### config.mk
export PLATFORM = sky130hd
export DESIGN_NAME = bitstring_field_store_top
export DESIGN_NICKNAME = d
export VERILOG_FILES = /design/src/bfs_pkg.sv /design/src/bfs_bank.sv /design/src/bfs_field.sv /design/src/bitstring_field_store_top.sv
export SDC_FILE = /design/constraint.sdc
export NUM_CORES = 2
export LEC_CHECK = 0
export BUFFER_PORTS_ARGS = -buffer_cell sky130_fd_sc_hd__buf_2
export CORE_ASPECT_RATIO = 1.2
export CORE_MARGIN = 10
export CORE_UTILIZATION = 40
export CTS_CLUSTER_SIZE = 25
export DETAILED_ROUTE_END_ITERATION = 10
export PLACE_DENSITY = 0.6
export SLEW_MARGIN = 20
export SYNTH_ARGS = -nofsm -noshare
export SYNTH_HDL_FRONTEND = slang
export SYNTH_SLANG_ARGS = --single-unit
### constraint.sdc
create_clock -name clk -period 11.9 [get_ports clk]
set_clock_uncertainty 0.15 [all_clocks]
set_input_delay 0.595 -clock clk [delete_from_list [all_inputs] [get_ports clk]]
set_output_delay 0.595 -clock clk [all_outputs]
set_load 0.005 [all_outputs]
### src/bfs_pkg.sv
// Shared constants, opcodes and opcode helpers of the bit field store.
package bfs_pkg;

  // Fixed payload widths
  localparam int OP_BITS   = 4;
  localparam int IDX_BITS  = 10;
  localparam int LEN_BITS  = 6;
  localparam int LENX_BITS = LEN_BITS + 1;
  localparam int VAL_BITS  = 32;
  // Bit position width: any start index plus a two-word window
  localparam int POS_BITS  = IDX_BITS + 1;

  // Parameter defaults
  localparam int STORE_BITS_DEF     = 1024;
  localparam int MAX_FIELD_BITS_DEF = 32;

  typedef logic [OP_BITS-1:0] op_t;

  // Opcodes
  localparam op_t OP_SET       = 4'd0;
  localparam op_t OP_CLR       = 4'd1;
  localparam op_t OP_INV       = 4'd2;
  localparam op_t OP_GET       = 4'd3;
  localparam op_t OP_RD_UINT   = 4'd4;
  localparam op_t OP_RD_SM     = 4'd5;
  localparam op_t OP_RD_GRAY   = 4'd6;
  localparam op_t OP_RD_GRAYSM = 4'd7;
  localparam op_t OP_WR_UINT   = 4'd8;
  localparam op_t OP_WR_SM     = 4'd9;
  localparam op_t OP_WR_GRAY   = 4'd10;
  localparam op_t OP_RAND      = 4'd11;

  // Operation returns one item on the result channel
  function automatic logic has_result(input op_t op);
    logic r;
    r = (op == OP_GET) || (op == OP_RD_UINT) || (op == OP_RD_SM) ||
        (op == OP_RD_GRAY) || (op == OP_RD_GRAYSM);
    return r;
  endfunction

  // Operation modifies the store
  function automatic logic is_write(input op_t op);
    logic r;
    r = (op == OP_SET) || (op == OP_CLR) || (op == OP_INV) || (op == OP_WR_UINT) ||
        (op == OP_WR_SM) || (op == OP_WR_GRAY) || (op == OP_RAND);
    return r;
  endfunction

endpackage

### src/bfs_bank.sv
// One bank of store words: synchronous read, one write port, per-word valid bits.
module bfs_bank #(
  parameter int DEPTH = 16,
  parameter int AW    = 4,
  parameter int W     = 32
) (
  input  logic          clk,
  input  logic          rst_n,
  input  logic          rd_en,
  input  logic          rd_in_range,
  input  logic [AW-1:0] rd_addr,
  output logic [W-1:0]  rd_data,
  input  logic          wr_en,
  input  logic [AW-1:0] wr_addr,
  input  logic [W-1:0]  wr_data
);

  logic [W-1:0]     mem [DEPTH];
  logic [DEPTH-1:0] vld_r;
  logic [W-1:0]     q_r;
  logic             hit_r;

  // Storage array and registered read data
  always_ff @(posedge clk) begin
    if (rd_en) begin
      q_r <= mem[rd_addr];
    end
    if (wr_en) begin
      mem[wr_addr] <= wr_data;
    end
  end

  // Valid bits: a word never written reads as zero
  always_ff @(posedge clk) begin
    if (!rst_n) begin
      vld_r <= '0;
      hit_r <= 1'b0;
    end else begin
      if (wr_en) begin
        vld_r[wr_addr] <= 1'b1;
      end
      if (rd_en) begin
        hit_r <= rd_in_range && vld_r[rd_addr];
      end
    end
  end

  assign rd_data = hit_r ? q_r : '0;

endmodule

### src/bfs_field.sv
// Field extract, decode, encode and merge over a two-word bit window.
module bfs_field #(
  parameter int W  = 32,
  parameter int LW = 5,
  parameter int MF = 32
) (
  input  bfs_pkg::op_t                 op,
  input  logic [LW-1:0]                off,
  input  logic [bfs_pkg::LEN_BITS-1:0] len,
  input  logic [bfs_pkg::VAL_BITS-1:0] wv,
  input  logic                         rb,
  input  logic [2*W-1:0]               win,
  output logic [bfs_pkg::VAL_BITS-1:0] rd_value,
  output logic [2*W-1:0]               new_win
);

  localparam int SHW = $clog2(2 * W) + 1;

  // Low k bits set, all set for k >= MF
  function automatic logic [MF-1:0] lmask(input logic [bfs_pkg::LENX_BITS-1:0] k);
    logic [MF-1:0] m;
    m = ~({MF{1'b1}} << k);
    return m;
  endfunction

  logic [2*W-1:0]               shifted;
  logic [MF-1:0]                fld;
  logic [MF-1:0]                raw;
  logic [MF-1:0]                dec;
  logic [MF-1:0]                v;
  logic                         bit_old;
  logic [bfs_pkg::LEN_BITS-1:0] lenm1;
  logic [MF-1:0]                sgn_sh;
  logic                         sgn;
  logic [MF-1:0]                mag;
  logic [bfs_pkg::VAL_BITS-1:0] sm_val;

  logic [MF-1:0]                 nv;
  logic [bfs_pkg::LENX_BITS-1:0] wl;
  logic [bfs_pkg::VAL_BITS-1:0]  neg_wv;
  logic [MF-1:0]                 g;
  logic [SHW-1:0]                sh_amt;
  logic [2*W-1:0]                nv2;
  logic [2*W-1:0]                m2;

  // Extract: field starts at the window MSB after shifting by the offset
  always_comb begin
    shifted = win << off;
    fld     = shifted[2*W-1 -: MF];
    raw     = fld >> (SHW'(MF) - SHW'(len));
    bit_old = shifted[2*W-1];
  end

  // Gray decode: each bit is the XOR of all bits above and including it
  always_comb begin
    for (int i = 0; i < MF; i++) begin
      dec[i] = ^(raw >> i);
    end
  end

  // Sign-magnitude decode
  always_comb begin
    v      = ((op == bfs_pkg::OP_RD_GRAY) || (op == bfs_pkg::OP_RD_GRAYSM)) ? dec : raw;
    lenm1  = len - 1'b1;
    sgn_sh = v >> lenm1;
    sgn    = sgn_sh[0];
    mag    = v & lmask(bfs_pkg::LENX_BITS'(lenm1));
    if (len == '0) begin
      sm_val = '0;
    end else if (sgn) begin
      sm_val = bfs_pkg::VAL_BITS'(0) - bfs_pkg::VAL_BITS'(mag);
    end else begin
      sm_val = bfs_pkg::VAL_BITS'(mag);
    end
  end

  // Result selection
  always_comb begin
    unique case (op)
      bfs_pkg::OP_GET:                           rd_value = bfs_pkg::VAL_BITS'(bit_old);
      bfs_pkg::OP_RD_SM, bfs_pkg::OP_RD_GRAYSM:  rd_value = sm_val;
      default:                                   rd_value = bfs_pkg::VAL_BITS'(v);
    endcase
  end

  // Encode the new field value, right aligned, with its length
  always_comb begin
    neg_wv = bfs_pkg::VAL_BITS'(0) - wv;
    g      = MF'(wv) & lmask(bfs_pkg::LENX_BITS'(len));
    nv     = '0;
    wl     = '0;
    unique case (op)
      bfs_pkg::OP_SET: begin
        nv = MF'(1'b1);
        wl = bfs_pkg::LENX_BITS'(1);
      end
      bfs_pkg::OP_CLR: begin
        nv = '0;
        wl = bfs_pkg::LENX_BITS'(1);
      end
      bfs_pkg::OP_INV: begin
        nv = MF'(~bit_old);
        wl = bfs_pkg::LENX_BITS'(1);
      end
      bfs_pkg::OP_RAND: begin
        nv = MF'(rb);
        wl = bfs_pkg::LENX_BITS'(1);
      end
      bfs_pkg::OP_WR_UINT: begin
        nv = MF'(wv);
        wl = bfs_pkg::LENX_BITS'(len);
      end
      bfs_pkg::OP_WR_SM: begin
        // sign goes to the field's first bit, magnitude below it
        nv = wv[bfs_pkg::VAL_BITS-1] ? MF'(neg_wv) : MF'(wv);
        nv = (nv & ~(MF'(1'b1) << lenm1)) |
             (MF'(wv[bfs_pkg::VAL_BITS-1]) << lenm1);
        wl = bfs_pkg::LENX_BITS'(len);
      end
      bfs_pkg::OP_WR_GRAY: begin
        nv = g ^ (g >> 1);
        wl = bfs_pkg::LENX_BITS'(len);
      end
      default: begin
        nv = '0;
        wl = '0;
      end
    endcase
  end

  // Merge the field back into the window
  always_comb begin
    sh_amt  = SHW'(2 * W) - SHW'(off) - SHW'(wl);
    nv2     = (2 * W)'(nv) << sh_amt;
    m2      = (2 * W)'(lmask(wl)) << sh_amt;
    new_win = (win & ~m2) | (nv2 & m2);
  end

endmodule

### src/bitstring_field_store_top.sv
// Top level of the bit field store: handshake, two word banks, output register.
//
//   channel  direction  handshake                payload
//   in_      input      in_valid / in_ready      opcode, bit_index, field_length,
//                                                write_value, random_bit
//   out_     output     out_valid / out_ready    read_value
//
// For each item, the accept cycle issues reads of the two words that
// hold the field (even and odd banks, read together), the next cycle decodes,
// merges and, for a modifying item, writes both words back. A result-producing
// item waits in ST_MOD while the output register holds an untaken item. Synchronous
// reset clears control and all valid bits at once; no clearing pass is needed.
module bitstring_field_store_top #(
  parameter int STORE_BITS     = bfs_pkg::STORE_BITS_DEF,
  parameter int MAX_FIELD_BITS = bfs_pkg::MAX_FIELD_BITS_DEF
) (
  input  logic                         clk,
  input  logic                         rst_n,
  input  logic                         in_valid,
  output logic                         in_ready,
  input  logic [bfs_pkg::OP_BITS-1:0]  in_opcode,
  input  logic [bfs_pkg::IDX_BITS-1:0] in_bit_index,
  input  logic [bfs_pkg::LEN_BITS-1:0] in_field_length,
  input  logic [bfs_pkg::VAL_BITS-1:0] in_write_value,
  input  logic                         in_random_bit,
  output logic                         out_valid,
  input  logic                         out_ready,
  output logic [bfs_pkg::VAL_BITS-1:0] out_read_value
);

  // Word geometry: word width is the field limit rounded up to a power of two
  localparam int LW    = $clog2(MAX_FIELD_BITS);
  localparam int W     = 1 << LW;
  localparam int REACH = (1 << bfs_pkg::IDX_BITS) + W;
  localparam int EFF   = (STORE_BITS < REACH) ? STORE_BITS : REACH;
  localparam int NW    = (EFF + W - 1) / W;
  localparam int BD    = (NW + 1) / 2;
  localparam int BAW   = (BD > 1) ? $clog2(BD) : 1;
  localparam int SHW   = $clog2(2 * W) + 1;
  localparam int PW    = bfs_pkg::POS_BITS;

  localparam logic ST_IDLE = 1'b0;
  localparam logic ST_MOD  = 1'b1;

  logic state_r, state_nxt;

  bfs_pkg::op_t                 op_r;
  logic [LW-1:0]                off_r;
  logic [bfs_pkg::LEN_BITS-1:0] len_r;
  logic [bfs_pkg::VAL_BITS-1:0] wv_r;
  logic                         rb_r;
  logic                         b0_r;
  logic [BAW-1:0]               ev_addr_r, od_addr_r;
  logic                         ev_ok_r, od_ok_r;
  logic [2*W-1:0]               rng_mask_r;

  logic                         out_valid_r, out_valid_nxt;
  logic [bfs_pkg::VAL_BITS-1:0] out_val_r;

  logic                         accept;
  logic                         finish;
  logic [PW-1:0]                b_pos, b1_pos, ev_addr, od_addr, base_pos;
  logic [SHW-1:0]               rem;
  logic [2*W-1:0]               rng_mask;
  logic [bfs_pkg::LEN_BITS-1:0] len_sat;

  logic [W-1:0]                 ev_q, od_q;
  logic [2*W-1:0]               win, new_win;
  logic [bfs_pkg::VAL_BITS-1:0] rd_value;
  logic                         wr_en;
  logic [W-1:0]                 ev_wdata, od_wdata;

  assign in_ready = (state_r == ST_IDLE);
  assign accept   = in_valid && in_ready;

  // Word addresses: word b and b+1 always sit in opposite banks
  always_comb begin
    b_pos    = PW'(in_bit_index) >> LW;
    b1_pos   = b_pos + 1'b1;
    ev_addr  = b1_pos >> 1;
    od_addr  = b_pos >> 1;
    base_pos = b_pos << LW;
    len_sat  = ({1'b0, in_field_length} > bfs_pkg::LENX_BITS'(MAX_FIELD_BITS)) ?
               bfs_pkg::LEN_BITS'(MAX_FIELD_BITS) : in_field_length;
  end

  // Window bits past the store end read as zero
  always_comb begin
    if (base_pos >= PW'(EFF)) begin
      rem = '0;
    end else if ((PW'(EFF) - base_pos) >= PW'(2 * W)) begin
      rem = SHW'(2 * W);
    end else begin
      rem = SHW'(PW'(EFF) - base_pos);
    end
    rng_mask = ~({(2 * W){1'b1}} >> rem);
  end

  // Item registers, loaded at accept
  always_ff @(posedge clk) begin
    if (accept) begin
      op_r       <= in_opcode;
      off_r      <= in_bit_index[LW-1:0];
      len_r      <= len_sat;
      wv_r       <= in_write_value;
      rb_r       <= in_random_bit;
      b0_r       <= b_pos[0];
      ev_addr_r  <= ev_addr[BAW-1:0];
      od_addr_r  <= od_addr[BAW-1:0];
      ev_ok_r    <= (ev_addr < PW'(BD));
      od_ok_r    <= (od_addr < PW'(BD));
      rng_mask_r <= rng_mask;
    end
  end

  // Word banks
  bfs_bank #(.DEPTH(BD), .AW(BAW), .W(W)) u_bank_ev (
    .clk         (clk),
    .rst_n       (rst_n),
    .rd_en       (accept),
    .rd_in_range (ev_addr < PW'(BD)),
    .rd_addr     (ev_addr[BAW-1:0]),
    .rd_data     (ev_q),
    .wr_en       (wr_en && ev_ok_r),
    .wr_addr     (ev_addr_r),
    .wr_data     (ev_wdata)
  );

  bfs_bank #(.DEPTH(BD), .AW(BAW), .W(W)) u_bank_od (
    .clk         (clk),
    .rst_n       (rst_n),
    .rd_en       (accept),
    .rd_in_range (od_addr < PW'(BD)),
    .rd_addr     (od_addr[BAW-1:0]),
    .rd_data     (od_q),
    .wr_en       (wr_en && od_ok_r),
    .wr_addr     (od_addr_r),
    .wr_data     (od_wdata)
  );

  // Window: word b in the upper half, word b+1 in the lower half
  assign win = (b0_r ? {od_q, ev_q} : {ev_q, od_q}) & rng_mask_r;

  bfs_field #(.W(W), .LW(LW), .MF(MAX_FIELD_BITS)) u_field (
    .op       (op_r),
    .off      (off_r),
    .len      (len_r),
    .wv       (wv_r),
    .rb       (rb_r),
    .win      (win),
    .rd_value (rd_value),
    .new_win  (new_win)
  );

  // Completion: a read waits only while the output register is occupied and not taken
  assign finish   = (state_r == ST_MOD) &&
                    !(bfs_pkg::has_result(op_r) && out_valid_r && !out_ready);
  assign wr_en    = finish && bfs_pkg::is_write(op_r);
  assign ev_wdata = b0_r ? new_win[W-1:0] : new_win[2*W-1:W];
  assign od_wdata = b0_r ? new_win[2*W-1:W] : new_win[W-1:0];

  // Sequencer
  always_comb begin
    state_nxt = state_r;
    unique case (state_r)
      ST_IDLE: if (accept) begin
        state_nxt = ST_MOD;
      end
      ST_MOD: if (finish) begin
        state_nxt = ST_IDLE;
      end
      default: state_nxt = ST_IDLE;
    endcase
  end

  // Output register
  always_comb begin
    if (finish && bfs_pkg::has_result(op_r)) begin
      out_valid_nxt = 1'b1;
    end else if (out_ready) begin
      out_valid_nxt = 1'b0;
    end else begin
      out_valid_nxt = out_valid_r;
    end
  end

  always_ff @(posedge clk) begin
    if (finish && bfs_pkg::has_result(op_r)) begin
      out_val_r <= rd_value;
    end
  end

  always_ff @(posedge clk) begin
    if (!rst_n) begin
      state_r     <= ST_IDLE;
      out_valid_r <= 1'b0;
    end else begin
      state_r     <= state_nxt;
      out_valid_r <= out_valid_nxt;
    end
  end

  assign out_valid      = out_valid_r;
  assign out_read_value = out_val_r;

endmodule
==> results.toml <==
[worst_setup_path]
required_ns = 12.27
crit_arrival_ns = 9.86
critPathLaunchType = "register"
worstPathMaxFanout = 40
ff2ff_path_depth = 26
critPathKind = "register to register"
reg2reg_slack_ns = 2.41
cp-end-kind = "register"
reg2reg_to = "out_read_value[28]$_DFFE_PP_"
r2r_start = "off_r[1]$_DFFE_PP_"

[clock_tree]
ctsResizeCount = 0
cts_hold_buf = 48
cts.clk_slew.worst_paths_ns = 0.06
cts_setup_buffers = 0
insertion_delay_ns = 0.80
cts-root-buf = "clkbuf_16"
htreeDepth = 3
cts_buffers = 117
clk_path_buf_depth = 3
cts_tree = "built"
cts_sinks = 1216

[global_routing]
globalRouteOverflowTotal = 0
grt_first_pass_wirelength_um = 353000
grtUsageTotal_pct = 26.7
grt_pass1_vias = 46800
antenna_found_initial = 5
grt_max_degree = 151

[cells_and_area]
instances_no_fill = 7513
drive_gt1_share_pct = 18.2
fin_area_um2 = 73200
fin_util_pct = 45.0
areaGrowthSynthToFinish_pct = 11.9
layout.nets = 5358

[sta]
finalSetupTns_ns = 0
grt_setup_unrepaired = "no"
fmax_ghz = 0.105
max-slew-margin-rel_pct = 16.1
min_period_ns = 9.49
drv_slew = 0
hold_violations = 0
finalCritPeriodShare_pct = 79.7
final-setup-viol-count = 0
worstMarginPinSlew_ns = 1.24

[synth]
synth_simple_gate_area_share_pct = 9.76
synth_top_cell_by_area = "edfxtp_1"
yosys.area_share.adder_pct = 0.490
synthArstFlopShare_pct = 0
synth_compound_area_share_pct = 13.9
synth-main-ff-cell = "edfxtp_1"
synth_area_per_cell_um2 = 12.5
syn_area_um2 = 65400
synth_cells = 5219
synthMuxAreaShare_pct = 15.7
synth_xor_area_share_pct = 2.22
yosys_register_bits = 1216
synth_edf_count = 1180
synthesis.nets = 5301
yosys.area.top_type_share_pct = 54.2
synth_area_leaders = "edfxtp_1, mux4_2, mux2i_1"
ys_warn_count = 0
ys_seq_area_share_pct = 55.3
synth_top_family_by_area = "multiplexers"
netlist-cell-type-count = 111

[power]
leakage_nw = 24.1
p_per_area_nw_per_um2 = 148
ir_worst_vdd_uv = 145

[route]
post_drt_wl_per_cell_um = 33.0
drt-pass1-iter-count = 8
drtAntennaViolNets = 0
drtIter0Drc = 6204
drc = 0
num_vias = 48700
viasPerCell = 6.48
wl_um = 248000

[hold_path]
timing.hold.worst_path_depth = 2
min_from = "in_field_length[1]"
hold_end = "len_r[1]$_SDFFCE_PN0P_"
hold_class = "input pin to register"

[die]
core_area_um2 = 163000
initial_core_util_pct = 40.2
dieArea_um2 = 180000
die_width_um = 389
io_pins = 91
fp-row-count = 162
die_h_um = 463

[place]
dpl_cell_area_um2 = 68900
dp_hpwl_um = 173000
finalWeightedCongestion = 0.992
placedCellCount = 7241
portBuffers = 90

[outcome]
status = "finished, final reports clean"

[run]
drv_cap = 0
report_power, final:
| group | internal, W | total [W] | switching, W |
|---|---|---|---|
| Clock | 0.00199 | 0.00365 | 0.00166 |
| Combinational | 0.000759 | 0.00232 | 0.00156 |
| Sequential | 0.00481 | 0.00490 | 0.0000835 |
metal layers:
layer | routed length [um] | track usage [%]
met1 | 97900 | 34.7
met2 | 117000 | 43.2
met3 | 17100 | 3.70
met4 | 15800 | 14.1
met5 | 27 | 0
worst max-delay path by stage:
stage                                 from                      endpoint  slack [ns]  cells after the start
detailed placement      off_r[1]$_DFFE_PP_  out_read_value[28]$_DFFE_PP_        2.69                     26
global placement        off_r[1]$_DFFE_PP_  out_read_value[28]$_DFFE_PP_        2.67                     26
global route            off_r[1]$_DFFE_PP_  out_read_value[28]$_DFFE_PP_        2.06                     26
finish                  off_r[1]$_DFFE_PP_  out_read_value[28]$_DFFE_PP_        2.41                     26
CTS                     off_r[1]$_DFFE_PP_  out_read_value[28]$_DFFE_PP_        2.67                     26
floorplan           len_r[0]$_SDFFCE_PN0P_  out_read_value[28]$_DFFE_PP_        3.89                     29
critical path: stages (launching register included):
cell,delay [ns]
edfxtp_1,0.43
buf_4,0.55
inv_2,0.40
mux4_2,0.70
nand2b_1,0.22
a221oi_2,0.63
o2111ai_1,0.30
o32ai_1,0.84
mux2i_1,0.22
mux2i_1,0.38
a221o_1,0.39
xnor3_1,0.54
xor2_1,0.18
nor2_1,0.28
xor2_2,0.34
xor2_2,0.25
xnor3_1,0.36
o21a_1,0.20
or2_4,0.26
nand2_1,0.11
ha_1,0.18
o211a_1,0.23
nand2_1,0.15
or2_2,0.36
o31ai_1,0.25
xor2_1,0.17
o22ai_1,0.09
registers in the layout, indices dropped and copies added, names as in the netlist:
signal / cells
b0_r: 1
ev_addr_r: 4
ev_ok_r: 1
len_r: 6
od_addr_r: 4
off_r: 5
op_r: 4
out_read_value: 32
out_valid: 1
rb_r: 1
rng_mask_r: 2
state_r: 1
u_bank_ev.hit_r: 1
u_bank_ev.mem: 512
u_bank_ev.q_r: 32
u_bank_ev.vld_r: 16
u_bank_od.hit_r: 1
u_bank_od.mem: 512
u_bank_od.q_r: 32
u_bank_od.vld_r: 16
wv_r: 32
kinds of logic (layout without fill, tap and decap cells):
group	Yosys count	count (layout)
mux	603	603
other cells	0	4
xor+xnor	139	139
simple gates	1426	1426
fa+ha+maj	25	25
compound gates	1376	1376
buf+inv	434	592
flops	1216	1216
per-stage QoR:
stage	power [W]	hold WS, ns	setup WS [ns]
floorplan	0.00644	0.285	3.89
detailed placement	0.00723	0.302	2.69
finish	0.0109	0.115	2.41
global route	0.0112	0.0754	2.06
CTS	0.0109	0.0199	2.67
global placement	0.00723	0.292	2.67
layout make-up:
type | instances | area [um^2]
Inverter | 45 | 176
Timing Repair Buffer | 327 | 2380
Antenna cell | 4 | 10.0
Tap cell | 2132 | 2670
Sequential cell | 1216 | 36200
Fill cell | 14700 | 89400
Clock inverter | 77 | 717
Clock buffer | 143 | 3050
Multi-Input combinational cell | 3569 | 28000
synthesized netlist by cell type (34+ instances only):
library cell,instances
a211oi_1,57
buf_1,71
and3_1,34
clkbuf_1,287
nand2_1,525
o21ai_0,273
dfxtp_1,36
nor2b_1,40
a22oi_1,70
nor2_1,429
xor2_1,54
o22ai_1,137
nand3_1,118
and2_1,47
o31ai_1,35
mux2i_1,222
mux4_2,335
nand2b_1,38
nor3_1,73
mux2_2,42
o211ai_1,43
edfxtp_1,1180
xnor2_1,67
inv_1,35
a31oi_1,92
a21oi_1,305
o21a_1,53
cells in the final DEF (no fill, tap or decap), types with 24 or more instances in the layout:
master	Yosys	final
edfxtp_1	1180	1180
nand2_1	525	525
nor2_1	429	403
mux4_2	335	335
a21oi_1	305	301
o21ai_0	273	263
mux2i_1	222	211
buf_4	5	189
o22ai_1	137	137
nand3_1	118	118
clkbuf_16	0	117
a31oi_1	92	92
buf_2	22	87
a22oi_1	70	70
nor3_1	73	63
xnor2_1	67	57
a211oi_1	57	57
o21a_1	53	53
xor2_1	54	50
dlygate4sd3_1	0	48
and2_1	47	47
o211ai_1	43	43
mux2_2	42	42
nand2b_1	38	38
nor2b_1	40	38
inv_1	35	35
clkinv_1	4	35
o31ai_1	35	35
and3_1	34	34
dfxtp_1	36	34
o221ai_1	31	31
nor2_4	0	24
clkbuf_1	287	24
Note: power is estimated with default switching activity, not from simulation.
